### src/imu_ste_pkg.sv
// Shared types, constants and trim tables for the IMU self-test evaluator.
package imu_ste_pkg;

  localparam int AXES         = 6;
  localparam int ACCEL_AXES   = 3;
  localparam int AXIS_W       = $clog2(AXES);
  localparam int SAMPLE_W     = 16;
  localparam int SUM_W        = 22;
  localparam int ACC_W        = 36;
  localparam int CODE_W       = 5;
  localparam int TABLE_W      = 16;
  localparam int TRIM_MAG_W   = 24;
  localparam int TRIM_W       = TRIM_MAG_W + 1;
  localparam int TRIM7_W      = TRIM_MAG_W + 3;
  localparam int CFG_INDEX_W  = 2;
  localparam int CFG_DATA_W   = 8;

  localparam logic [AXIS_W-1:0] AXIS_LAST   = AXIS_W'(AXES - 1);
  localparam logic [AXIS_W-1:0] AXIS_GYRO_Y = AXIS_W'(4);

  localparam logic signed [ACC_W-1:0] SUM_MAX = ACC_W'(2 ** (SUM_W - 1) - 1);
  localparam logic signed [ACC_W-1:0] SUM_MIN = -(ACC_W'(2 ** (SUM_W - 1)));

  typedef enum logic [1:0] {
    MODE_NORMAL   = 2'd0,
    MODE_TEST     = 2'd1,
    MODE_EVALUATE = 2'd2,
    MODE_UNUSED   = 2'd3
  } mode_e;

  typedef enum logic [CFG_INDEX_W-1:0] {
    CFG_TRIM_X         = 2'd0,
    CFG_TRIM_Y         = 2'd1,
    CFG_TRIM_Z         = 2'd2,
    CFG_TRIM_ACCEL_LOW = 2'd3
  } cfg_index_e;

  typedef enum logic [1:0] {
    OP_SATADD,
    OP_SUB,
    OP_MUL50_SUB,
    OP_ABS
  } alu_op_e;

  typedef struct packed {
    logic [1:0]                 mode;
    logic signed [SAMPLE_W-1:0] accel_x;
    logic signed [SAMPLE_W-1:0] accel_y;
    logic signed [SAMPLE_W-1:0] accel_z;
    logic signed [SAMPLE_W-1:0] gyro_x;
    logic signed [SAMPLE_W-1:0] gyro_y;
    logic signed [SAMPLE_W-1:0] gyro_z;
  } in_item_t;

  typedef struct packed {
    logic [2:0] accel_fail_axes;
    logic [2:0] gyro_fail_axes;
    logic [1:0] verdict;
  } out_item_t;

  typedef struct packed {
    logic [CFG_DATA_W-1:0] trim_x_byte;
    logic [CFG_DATA_W-1:0] trim_y_byte;
    logic [CFG_DATA_W-1:0] trim_z_byte;
    logic [CFG_DATA_W-1:0] trim_accel_low_byte;
  } trim_cfg_t;

  typedef struct packed {
    logic signed [TRIM_W-1:0] trim;
    logic [TRIM7_W-1:0]       trim7;
  } trim_t;

  localparam logic [TABLE_W-1:0] ACCEL_TRIM_TABLE [32] = '{
    16'd1347, 16'd1393, 16'd1440, 16'd1488, 16'd1538, 16'd1590, 16'd1644, 16'd1699,
    16'd1757, 16'd1816, 16'd1877, 16'd1941, 16'd2006, 16'd2074, 16'd2144, 16'd2216,
    16'd2291, 16'd2368, 16'd2448, 16'd2531, 16'd2616, 16'd2704, 16'd2795, 16'd2890,
    16'd2987, 16'd3088, 16'd3192, 16'd3300, 16'd3411, 16'd3526, 16'd3645, 16'd3768
  };

  localparam logic [TABLE_W-1:0] GYRO_TRIM_TABLE [32] = '{
    16'd3131, 16'd3275, 16'd3426, 16'd3583, 16'd3748, 16'd3920, 16'd4101, 16'd4289,
    16'd4487, 16'd4693, 16'd4909, 16'd5135, 16'd5371, 16'd5618, 16'd5877, 16'd6147,
    16'd6430, 16'd6725, 16'd7035, 16'd7358, 16'd7697, 16'd8051, 16'd8421, 16'd8809,
    16'd9214, 16'd9638, 16'd10081, 16'd10545, 16'd11030, 16'd11537, 16'd12068, 16'd12623
  };

endpackage

### src/imu_ste_trim.sv
// Trim decoder: factory code extraction, table lookup and scaling for one axis.
module imu_ste_trim (
  input  imu_ste_pkg::trim_cfg_t             cfg_i,
  input  logic [imu_ste_pkg::AXIS_W-1:0]     axis_i,
  output imu_ste_pkg::trim_t                 trim_o
);

  logic [imu_ste_pkg::CODE_W-1:0]     code;
  logic [1:0]                         low_bits;
  logic [imu_ste_pkg::CFG_DATA_W-1:0] axis_byte;
  logic                               is_gyro;
  logic [imu_ste_pkg::TABLE_W-1:0]    base;
  logic [imu_ste_pkg::TRIM_MAG_W-1:0] base_ext;
  logic [imu_ste_pkg::TRIM_MAG_W-1:0] mag;
  logic [imu_ste_pkg::TRIM7_W-1:0]    mag_ext;

  always_comb begin
    is_gyro = (axis_i >= imu_ste_pkg::AXIS_W'(imu_ste_pkg::ACCEL_AXES));
    unique case (is_gyro ? axis_i - imu_ste_pkg::AXIS_W'(imu_ste_pkg::ACCEL_AXES) : axis_i)
      imu_ste_pkg::AXIS_W'(0): begin
        axis_byte = cfg_i.trim_x_byte;
        low_bits  = cfg_i.trim_accel_low_byte[5:4];
      end
      imu_ste_pkg::AXIS_W'(1): begin
        axis_byte = cfg_i.trim_y_byte;
        low_bits  = cfg_i.trim_accel_low_byte[3:2];
      end
      imu_ste_pkg::AXIS_W'(2): begin
        axis_byte = cfg_i.trim_z_byte;
        low_bits  = cfg_i.trim_accel_low_byte[1:0];
      end
      default: begin
        axis_byte = '0;
        low_bits  = '0;
      end
    endcase
    code     = is_gyro ? axis_byte[4:0] : {axis_byte[7:5], low_bits};
    base     = is_gyro ? imu_ste_pkg::GYRO_TRIM_TABLE[code]
                       : imu_ste_pkg::ACCEL_TRIM_TABLE[code];
    base_ext = imu_ste_pkg::TRIM_MAG_W'(base);
    // Times 1000 as 1024 - 16 - 8.
    mag      = (base_ext << 10) - (base_ext << 4) - (base_ext << 3);
    mag_ext  = imu_ste_pkg::TRIM7_W'(mag);
    trim_o.trim7 = (mag_ext << 3) - mag_ext;
    if (axis_i == imu_ste_pkg::AXIS_GYRO_Y) begin
      trim_o.trim = -$signed(imu_ste_pkg::TRIM_W'(mag));
    end else begin
      trim_o.trim = $signed(imu_ste_pkg::TRIM_W'(mag));
    end
  end

endmodule

### src/imu_ste_alu.sv
// Shared arithmetic unit: saturating add, subtract, times-fifty-minus and absolute value.
module imu_ste_alu (
  input  imu_ste_pkg::alu_op_e                   op_i,
  input  logic signed [imu_ste_pkg::ACC_W-1:0]   a_i,
  input  logic signed [imu_ste_pkg::ACC_W-1:0]   b_i,
  output logic signed [imu_ste_pkg::ACC_W-1:0]   res_o
);

  logic signed [imu_ste_pkg::ACC_W-1:0] sum;
  logic signed [imu_ste_pkg::ACC_W-1:0] prod50;

  always_comb begin
    sum    = a_i + b_i;
    prod50 = (a_i <<< 5) + (a_i <<< 4) + (a_i <<< 1);
    unique case (op_i)
      imu_ste_pkg::OP_SATADD: begin
        if (sum > imu_ste_pkg::SUM_MAX) begin
          res_o = imu_ste_pkg::SUM_MAX;
        end else if (sum < imu_ste_pkg::SUM_MIN) begin
          res_o = imu_ste_pkg::SUM_MIN;
        end else begin
          res_o = sum;
        end
      end
      imu_ste_pkg::OP_SUB:       res_o = a_i - b_i;
      imu_ste_pkg::OP_MUL50_SUB: res_o = prod50 - b_i;
      imu_ste_pkg::OP_ABS:       res_o = a_i[imu_ste_pkg::ACC_W-1] ? -a_i : a_i;
      default:                   res_o = '0;
    endcase
  end

endmodule

### src/imu_self_test_evaluator.sv
// Top level of the IMU self-test evaluator: sequencer, accumulators and config registers.
//
//   Channel | Direction | Handshake             | Payload
//   in      | input     | in_valid_i/in_ready_o | in_i (mode and six samples)
//   out     | output    | out_valid_o/out_ready_i | out_o (fail masks and verdict)
//   cfg     | input     | cfg_valid_i/cfg_ready_o | cfg_index_i, cfg_data_i
//
// A sample item is accepted and then goes one axis at a time through the shared adder.
// An evaluate item takes four shared-unit steps per axis, then waits in S_OUT for the output.
// An item with the unused mode is accepted and dropped.
// Reset clears the sums, trims and control state at once; the output register lets the
// next item be accepted while a result waits, and a second result waits until it drains.
module imu_self_test_evaluator (
  input  logic                                   clk_i,
  input  logic                                   rst_ni,
  input  logic                                   in_valid_i,
  output logic                                   in_ready_o,
  input  imu_ste_pkg::in_item_t                  in_i,
  output logic                                   out_valid_o,
  input  logic                                   out_ready_i,
  output imu_ste_pkg::out_item_t                 out_o,
  input  logic                                   cfg_valid_i,
  output logic                                   cfg_ready_o,
  input  logic [imu_ste_pkg::CFG_INDEX_W-1:0]    cfg_index_i,
  input  logic [imu_ste_pkg::CFG_DATA_W-1:0]     cfg_data_i
);

  typedef enum logic [2:0] {
    S_IDLE,
    S_ACC,
    S_DIFF,
    S_RESP,
    S_ABS,
    S_CMP,
    S_OUT
  } state_e;

  state_e                                   state_q;
  logic [imu_ste_pkg::AXIS_W-1:0]           axis_q;
  logic                                     test_set_q;
  imu_ste_pkg::in_item_t                    item_q;
  logic signed [imu_ste_pkg::ACC_W-1:0]     acc_q;
  imu_ste_pkg::trim_t                       trim_q;
  logic [imu_ste_pkg::AXES-1:0]             fail_q;
  logic                                     out_valid_q;
  imu_ste_pkg::out_item_t                   out_q;
  imu_ste_pkg::trim_cfg_t                   cfg_q;
  logic signed [imu_ste_pkg::SUM_W-1:0]     normal_q [imu_ste_pkg::AXES];
  logic signed [imu_ste_pkg::SUM_W-1:0]     test_q [imu_ste_pkg::AXES];

  logic signed [imu_ste_pkg::SAMPLE_W-1:0]  sample [imu_ste_pkg::AXES];
  logic signed [imu_ste_pkg::SUM_W-1:0]     normal_rd;
  logic signed [imu_ste_pkg::SUM_W-1:0]     test_rd;
  imu_ste_pkg::trim_t                       trim_d;
  imu_ste_pkg::alu_op_e                     alu_op;
  logic signed [imu_ste_pkg::ACC_W-1:0]     alu_a;
  logic signed [imu_ste_pkg::ACC_W-1:0]     alu_b;
  logic signed [imu_ste_pkg::ACC_W-1:0]     alu_res;
  logic                                     axis_fail;
  logic                                     out_free;

  assign in_ready_o  = (state_q == S_IDLE);
  assign cfg_ready_o = 1'b1;
  assign out_valid_o = out_valid_q;
  assign out_o       = out_q;
  assign out_free    = !out_valid_q || out_ready_i;

  always_comb begin
    sample[0] = item_q.accel_x;
    sample[1] = item_q.accel_y;
    sample[2] = item_q.accel_z;
    sample[3] = item_q.gyro_x;
    sample[4] = item_q.gyro_y;
    sample[5] = item_q.gyro_z;
  end

  assign normal_rd = normal_q[axis_q];
  assign test_rd   = test_q[axis_q];

  imu_ste_trim u_trim (
    .cfg_i  (cfg_q),
    .axis_i (axis_q),
    .trim_o (trim_d)
  );

  always_comb begin
    alu_op = imu_ste_pkg::OP_SATADD;
    alu_a  = '0;
    alu_b  = '0;
    unique case (state_q)
      S_ACC: begin
        alu_op = imu_ste_pkg::OP_SATADD;
        alu_a  = imu_ste_pkg::ACC_W'(test_set_q ? test_rd : normal_rd);
        alu_b  = imu_ste_pkg::ACC_W'(sample[axis_q]);
      end
      S_DIFF: begin
        alu_op = imu_ste_pkg::OP_SUB;
        alu_a  = imu_ste_pkg::ACC_W'(test_rd);
        alu_b  = imu_ste_pkg::ACC_W'(normal_rd);
      end
      S_RESP: begin
        alu_op = imu_ste_pkg::OP_MUL50_SUB;
        alu_a  = acc_q;
        alu_b  = imu_ste_pkg::ACC_W'(trim_q.trim);
      end
      S_ABS: begin
        alu_op = imu_ste_pkg::OP_ABS;
        alu_a  = acc_q;
      end
      S_CMP: begin
        alu_op = imu_ste_pkg::OP_MUL50_SUB;
        alu_a  = acc_q;
        alu_b  = $signed(imu_ste_pkg::ACC_W'(trim_q.trim7));
      end
      default: begin
        alu_op = imu_ste_pkg::OP_SATADD;
      end
    endcase
  end

  imu_ste_alu u_alu (
    .op_i  (alu_op),
    .a_i   (alu_a),
    .b_i   (alu_b),
    .res_o (alu_res)
  );

  assign axis_fail = !alu_res[imu_ste_pkg::ACC_W-1] && (alu_res != '0);

  always_ff @(posedge clk_i or negedge rst_ni) begin
    if (!rst_ni) begin
      cfg_q <= '0;
    end else if (cfg_valid_i && cfg_ready_o) begin
      unique case (imu_ste_pkg::cfg_index_e'(cfg_index_i))
        imu_ste_pkg::CFG_TRIM_X:         cfg_q.trim_x_byte         <= cfg_data_i;
        imu_ste_pkg::CFG_TRIM_Y:         cfg_q.trim_y_byte         <= cfg_data_i;
        imu_ste_pkg::CFG_TRIM_Z:         cfg_q.trim_z_byte         <= cfg_data_i;
        imu_ste_pkg::CFG_TRIM_ACCEL_LOW: cfg_q.trim_accel_low_byte <= cfg_data_i;
        default: begin
        end
      endcase
    end
  end

  always_ff @(posedge clk_i or negedge rst_ni) begin
    if (!rst_ni) begin
      state_q     <= S_IDLE;
      axis_q      <= '0;
      test_set_q  <= 1'b0;
      out_valid_q <= 1'b0;
      fail_q      <= '0;
      item_q      <= '0;
      acc_q       <= '0;
      trim_q      <= '0;
      out_q       <= '0;
      for (int i = 0; i < imu_ste_pkg::AXES; i++) begin
        normal_q[i] <= '0;
        test_q[i]   <= '0;
      end
    end else begin
      if (state_q == S_OUT && out_free) begin
        out_valid_q <= 1'b1;
      end else if (out_ready_i) begin
        out_valid_q <= 1'b0;
      end
      unique case (state_q)
        S_IDLE: begin
          axis_q <= '0;
          if (in_valid_i) begin
            item_q     <= in_i;
            test_set_q <= (in_i.mode == imu_ste_pkg::MODE_TEST);
            if (in_i.mode == imu_ste_pkg::MODE_NORMAL || in_i.mode == imu_ste_pkg::MODE_TEST) begin
              state_q <= S_ACC;
            end else if (in_i.mode == imu_ste_pkg::MODE_EVALUATE) begin
              state_q <= S_DIFF;
            end
          end
        end
        S_ACC: begin
          if (test_set_q) begin
            test_q[axis_q] <= alu_res[imu_ste_pkg::SUM_W-1:0];
          end else begin
            normal_q[axis_q] <= alu_res[imu_ste_pkg::SUM_W-1:0];
          end
          if (axis_q == imu_ste_pkg::AXIS_LAST) begin
            state_q <= S_IDLE;
          end else begin
            axis_q <= axis_q + 1'b1;
          end
        end
        S_DIFF: begin
          acc_q   <= alu_res;
          trim_q  <= trim_d;
          state_q <= S_RESP;
        end
        S_RESP: begin
          acc_q   <= alu_res;
          state_q <= S_ABS;
        end
        S_ABS: begin
          acc_q   <= alu_res;
          state_q <= S_CMP;
        end
        S_CMP: begin
          fail_q[axis_q] <= axis_fail;
          if (axis_q == imu_ste_pkg::AXIS_LAST) begin
            state_q <= S_OUT;
          end else begin
            axis_q  <= axis_q + 1'b1;
            state_q <= S_DIFF;
          end
        end
        S_OUT: begin
          if (out_free) begin
            out_q.accel_fail_axes     <= fail_q[2:0];
            out_q.gyro_fail_axes      <= fail_q[5:3];
            out_q.verdict             <= {|fail_q[5:3], |fail_q[2:0]};
            for (int i = 0; i < imu_ste_pkg::AXES; i++) begin
              normal_q[i] <= '0;
              test_q[i]   <= '0;
            end
            state_q <= S_IDLE;
          end
        end
        default: begin
          state_q <= S_IDLE;
        end
      endcase
    end
  end

  assert property (@(posedge clk_i) disable iff (!rst_ni)
    $rose(out_valid_o) |-> $past(state_q == S_OUT))
    else $error("Result appeared without a finished evaluation.");

  assert property (@(posedge clk_i) disable iff (!rst_ni)
    (state_q == S_OUT && out_free) |=> (normal_q[0] == '0 && test_q[0] == '0 &&
                                        normal_q[5] == '0 && test_q[5] == '0))
    else $error("Sums were not cleared after an evaluation.");

  assert property (@(posedge clk_i) disable iff (!rst_ni)
    out_valid_o |-> (out_o.verdict[0] == |out_o.accel_fail_axes &&
                     out_o.verdict[1] == |out_o.gyro_fail_axes))
    else $error("Verdict does not match the fail masks.");

  assert property (@(posedge clk_i) disable iff (!rst_ni)
    (state_q == S_ACC || state_q == S_CMP) |-> (axis_q <= imu_ste_pkg::AXIS_LAST))
    else $error("Axis counter ran past the last axis.");

endmodule
### config.mk
export PLATFORM = sky130hd
export DESIGN_NAME = imu_self_test_evaluator
export DESIGN_NICKNAME = d
export VERILOG_FILES = /design/src/imu_ste_pkg.sv /design/src/imu_ste_trim.sv /design/src/imu_ste_alu.sv /design/src/imu_self_test_evaluator.sv
export SDC_FILE = /design/constraint.sdc
export NUM_CORES = 2
export LEC_CHECK = 0
export BUFFER_PORTS_ARGS = -buffer_cell sky130_fd_sc_hd__buf_2
export CORE_AREA = 2 2 363 401
export CTS_BUF_LIST = sky130_fd_sc_hd__clkbuf_4
export CTS_CLUSTER_SIZE = 28
export DETAILED_ROUTE_END_ITERATION = 16
export DIE_AREA = 0 0 365 403
export PLACE_DENSITY = 0.49
export SLEW_MARGIN = 20
export SYNTH_ARGS = -nofsm -noshare
export SYNTH_HDL_FRONTEND = slang
export SYNTH_SLANG_ARGS = --single-unit
### constraint.sdc
create_clock -name clk_i -period 19.4 [get_ports clk_i]
set_clock_uncertainty 0.15 [all_clocks]
set_input_delay 1.94 -clock clk_i [delete_from_list [all_inputs] [get_ports clk_i]]
set_output_delay 1.94 -clock clk_i [all_outputs]
set_load 0.005 [all_outputs]
-- After elaboration in Yosys (flattened, before gate mapping)
Memory sizes are Yosys's and may differ from the RTL's.
Index checks and enable logic that the tools add are counted.
W data, S select, Z words.
- bits in registers: 500
- memory bits (read-only): 1024
- input bits: 113
- logic and storage cells: 165
- memories kept: 2
- memory list (name ; depth ; width ; rd ports ; clocked after Yosys merged registers in ; wr ports ; RTL line ; source):
    (no name shown) ; 32 ; 16 ; 1 ; 0 ; 0 ; imu_ste_trim.sv:38 ; base = is_gyro ? imu_ste_pkg::GYRO_TRIM_TABLE[code]
    (no name shown) ; 32 ; 16 ; 1 ; 0 ; 0 ; imu_ste_trim.sv:39 ; : imu_ste_pkg::ACCEL_TRIM_TABLE[code];
- add/subtract/negate cells: 12
- magnitude comparators: 8
- equality and inequality tests: 25
- multiplexer cells: 50
- bitwise logic cells: 2
- reductions and logical operators: 33
- operator list (kind ; count):
    $pmux W132 S2 ; 2
    $mux W132 ; 3
    $pmux W36 S4 ; 2
    $bwmux W132 ; 2
    $mux W36 ; 4
    $bmux W22 S3 ; 2
    $mux W16 ; 7
    $mux W22 ; 5
    $add A36 B36 Y36 ; 3
    $pmux W36 S3 ; 1
    $sub A36 B36 Y36 ; 2
    $demux W22 S3 ; 1
    $bmux W16 S3 ; 1
    $gt A36 B22 Y1 const B ; 1
    $lt A36 B22 Y1 const B ; 1
    $neg A36 Y36 ; 1
    $reduce_bool A36 Y1 ; 1
    $sub A27 B24 Y27 ; 1
    $mux W25 ; 1
    $neg A24 Y25 ; 1
    $mux W3 ; 8
    $pmux W8 S3 ; 1
    $sub A24 B19 Y24 ; 1
    $sub A24 B20 Y24 ; 1
    35 further kinds ; 77

-- Logic depth before layout (Yosys ltp)
- word-level depth: 14
- mapped depth: 47
- mapped depth without buffers: 40

-- Hierarchy
Synthesis repeated with hierarchy kept, for this count alone.
- cells, all modules: 3955
- area, all modules: 37151.9 um2
- by module, submodules not included (module ; instances ; cells an instance ; area an instance (um2) ; sequential area each (um2)):
    imu_self_test_evaluator ; 1 ; 1894 ; 22602.9 ; 12562.0
    imu_ste_alu ; 1 ; 1332 ; 9511.6 ; 0.0
    imu_ste_trim ; 1 ; 729 ; 5037.3 ; 0.0

-- Worst setup path before layout
OpenSTA, ideal clock, no wires.
- path kind: register to register
- from: register axis_q[2] (netlist bit)
- to: register trim_q[22] (netlist bit)
- setup time: 0.069 ns
- data arrival time: 8.984 ns
- data required time: 19.181 ns
- path slack: 10.197 ns
- stages on the path, launching flop included: 45
- path buffers: 7
- cell sequence: dfrtp_1 > buf_2 > buf_4 > clkinv_1 > buf_2 > buf_2 > buf_1 > ha_1 > or4_1 > o31ai_2 > buf_2 > a221oi_1 > nor2_1 > clkbuf_1 > ha_1 > nor3_1 > o311ai_0 > a31oi_1 > [9 not listed] > o21ai_0 > nand2b_1 > a21o_1 > a21oi_1 > xnor2_1 > inv_1 > ha_1 > nand4_1 > nor2_1 > nor2_1 > o21ai_0 > a21oi_1 > o21ai_0 > nand2_1 > o21ai_1 > a21oi_1 > or4b_1 > nand3_1
- cells in the longest elaborated chain, start to end: 13
- elaborated cells between the ends (all ways): 20
- ends and longest elaborated chain (what ; RTL line ; source):
    start: declaration ; imu_self_test_evaluator.sv:39 ; logic [imu_ste_pkg::AXIS_W-1:0] axis_q;
    start signal: assignment ; imu_self_test_evaluator.sv:188 ; axis_q <= axis_q + 1'b1;
    start signal: assignment ; imu_self_test_evaluator.sv:209 ; axis_q <= axis_q + 1'b1;
    $sub A3 B2 Y3 or $ge A3 B2 Y1 (tied branches) ; imu_ste_trim.sv:19, imu_ste_trim.sv:18 ;
    $mux W3 ; imu_ste_trim.sv:19 ; unique case (is_gyro ? axis_i - imu_ste_pkg::AXIS_W'(imu_ste_pkg::ACCEL_AXES) : axis_i)
    $eq A3 B2 Y1 (tied with other cells) ; imu_ste_trim.sv:19 ;
    $pmux W2 S3 or $pmux W8 S3 (tied branches) ; imu_ste_trim.sv:19 ;
    $mux W5 ; imu_ste_trim.sv:37 ; code = is_gyro ? axis_byte[4:0] : {axis_byte[7:5], low_bits};
    $not A5 Y6 (not written as such) ; imu_ste_trim.sv:38, imu_ste_trim.sv:39 ;
    $mem_v2 Z32 W16, on equally long branches ; -- ;
    $mux W16, on equally long branches (2 in series) ; imu_ste_trim.sv:39, imu_ste_trim.sv:38 ;
    $mux W16 * ; imu_ste_trim.sv:38 ;
    $sub A24 B20 Y24 ; imu_ste_trim.sv:42 ; mag = (base_ext << 10) - (base_ext << 4) - (base_ext << 3);
    $sub A24 B19 Y24 * ; imu_ste_trim.sv:42 ;
    $sub A27 B24 Y27 * ; imu_ste_trim.sv:44 ; trim_o.trim7 = (mag_ext << 3) - mag_ext;
    end signal: assignment ; imu_self_test_evaluator.sv:193 ; trim_q <= trim_d;
    end: declaration ; imu_self_test_evaluator.sv:43 ; imu_ste_pkg::trim_t trim_q;
Mark *: on every way between the ends. The rest lies on a longest branch, timed or not. The select of a mux whose other input is x is not followed.
A chain may end at the register's enable or synchronous reset.

-- Worst setup path after layout
- from: register axis_q[0] (netlist bit)
- to: register trim_q[25] (netlist bit)
Same word-level chain as after synthesis.

==> impl_metrics.py <==
metrics = {
    "sta": {
        "finalMaxSlewViolations": 0,
        "relSlewSlack_pct": 20.53,
        "max_freq_mhz": 94.69,
        "worst_slew_pin_slew_ps": 1184,
        "finalHoldViolCount": 0,
        "timing.final.crit_share_pct": 54.44,
        "setup_ws_ps": 8839,
        "period_needed_ps": 10560,
        "rsz0062_at_grt": "no",
        "fin_tns_setup_ps": 0,
        "finalSetupViolCount": 0,
    },
    "placed_design": {
        "pre_cts_ws_ps": 8869,
        "gp_congestion": 0.9388,
        "hpwl_mm": 101.4,
        "io_buffer_count": 122,
    },
    "synth": {
        "yosys.cell_count.top_type": "dfrtp_1",
        "synth_edf_count": 0,
        "synth_cells": 3972,
        "yosys_warnings": 0,
        "ys_types": 99,
        "ys_seq_area_share_pct": 34.73,
        "yosys-top-cells-area": "dfrtp_1 (35%), ha_1 (6.0%), mux2_2 (5.9%)",
        "async_reset_ff_share_pct": 100.0,
        "yosysTopAreaCellShare_pct": 34.73,
        "ys_ff_latch": 493,
        "synth_common_cells": "dfrtp_1 (493), nand2_1 (475), o21ai_0 (371)",
        "synthFlopType": "dfrtp_1",
        "netlist_area_um2": 35530,
        "synth_nets": 4327,
        "yosys.area.top_type": "dfrtp_1",
        "synth.avg_cell_area_um2": 8.944,
    },
    "die": {
        "initial_core_util_pct": 24.81,
        "fp-row-count": 146,
        "dieWidth_um": 365,
        "fp.dieArea_um2": 147100,
        "core_um2": 143200,
        "die_y_um": 403,
        "io_pins": 124,
    },
    "final_layout": {
        "drive_gt1_share_pct": 17.19,
        "areaGrowthSynthToFinish_pct": 13.32,
        "fin_nets": 4435,
    },
    "cts": {
        "cts_htree_levels": 4,
        "clock_latency_ps": 1000,
        "numClockSinks": 493,
        "postCtsHoldBufs": 0,
        "cts_tree": "done",
        "clockRootBuffer": "clkbuf_4",
        "numCtsBuffers": 139,
        "cts_setup_buffers": 0,
        "cts_resized": 0,
        "ctsLongestPathBuffers": 3,
        "cts.clk_slew.worst_paths_ps": 70,
    },
    "detailed_routing": {
        "vias_per_cell": 5.257,
        "wire_per_inst_um": 22.79,
        "initialDrtViolationCount": 2663,
        "ant_nets": 0,
        "num_vias": 32110,
        "wl_mm": 139.2,
        "drt_first_pass_iters": 5,
        "drc_errors": 0,
    },
    "global_route": {
        "grt_pass1_vias": 31700,
        "antenna_found_initial": 11,
        "grt_pass1_wl_mm": 208.2,
        "grt_max_degree": 156,
        "grt_use_total_pct": 18.61,
        "overflow": 0,
    },
    "status": {
        "run_status": "complete, no violations",
    },
    "worst_setup_path": {
        "critPathSlowestCell": "dfrtp_4",
        "crit_path_frequent_cell": "ha_1",
        "startpoint": "axis_q[0]",
        "start_kind": "flop",
        "arrival_ps": 11230,
        "cp.required_ps": 20070,
        "max_stage_delay_ps": 840,
        "r2r-start": "axis_q[0]",
        "cp-end-kind": "flop",
        "path_class": "reg -> reg",
        "cp_max_fo": 53,
    },
    "hold_path": {
        "hold_path.class": "reg -> reg",
        "min-delay-start": "acc_q[6]",
    },
    "run": {
        "drv_cap": 0,
    },
}
[cells by family (layout without fill, tap and decap cells)]
logic type / count (synthesis) / after routing / share of synthesized area [%]
buffers and inverters: 475 / 685 / 5.251
AND/OR/NAND/NOR: 1082 / 1082 / 14.19
AO/OA/AOI/OAI: 1273 / 1273 / 23.93
adder cells (fa/ha/maj): 242 / 242 / 10.02
XOR/XNOR: 165 / 165 / 4.089
other: 1 / 4 / 0.01056
flip-flops: 493 / 493 / 34.73
multiplexers: 241 / 241 / 7.783
[routing by layer]
metal,routed length (um),GRT usage (%)
met2,66910,31.11
met4,5669,7.494
met5,0,0
met3,7113,2.468
met1,59550,24.13
[state kept, by name, summed over array words and instances (netlist names)]
register / flops
normal_q: 132
axis_q: 3
out_o: 8
fail_q: 6
state_q: 3
test_set_q: 1
trim_q: 45
acc_q: 36
cfg_q: 30
test_q: 132
out_valid_o: 1
item_q: 96
[worst paths after layout]
kind                       cells past startpoint  slack [ps]         end
max in group asynchronous                      3       16040   fail_q[1]
setup / recovery                              35        8840  trim_q[25]
setup reg to reg                              35        8840  trim_q[25]
hold reg to reg                                2         320    acc_q[6]
hold / removal                                 2         320    acc_q[6]
min in group asynchronous                      1         900  item_q[54]
[placed cells by master (no fill, tap or decap), drive strengths merged, types with 45 or more instances in the layout]
master / n
a221oi: 45
nand2: 476
nor3: 64
dfrtp: 493
a22o: 125
a21o: 48
nor2: 224
xnor2: 130
fa: 71
clkbuf: 215
mux2: 189
ha: 171
nand3: 54
o21ai: 376
a21oi: 234
buf: 212
a22oi: 53
inv: 230
[through the flow]
step | cell area, um^2 | hold WS (ps) | utilization (%) | cells
after global placement | 38390 | 291.0 | 26.80 | 5862
after global routing | 40260 | 343.1 | 28.11 | 6109
after floorplan | 35530 | 280.4 | - | 3972
final | 40260 | 320.8 | 28.11 | 6109
after detailed placement | 38410 | 303.4 | 26.82 | 5862
after CTS | 40220 | 317.8 | 28.08 | 6105
[critical path: cells and delay by family (launching register included)]
kind | cells | cell delay [ps]
AOI/OAI and AO/OA | 18 | 4540
adders and majority gates | 6 | 1920
and+or+nand+nor | 5 | 1340
DFF | 1 | 840
buffers and inverters | 4 | 820
xor gates and xnor gates | 2 | 790
[final cells by class]
type | instances | area [um^2]
Fill cell | 15540 | 103000
Multi-Input combinational cell | 3004 | 21480
Sequential cell | 493 | 12350
Tap cell | 1924 | 2407
Clock buffer | 215 | 1614
Timing Repair Buffer | 212 | 1354
Inverter | 230 | 863.3
Clock inverter | 28 | 188.9
Antenna cell | 3 | 7.507
Power is left out: the tool's default activity adds up to more than one toggle a clock period on the data nets, which glitch-free logic cannot reach.
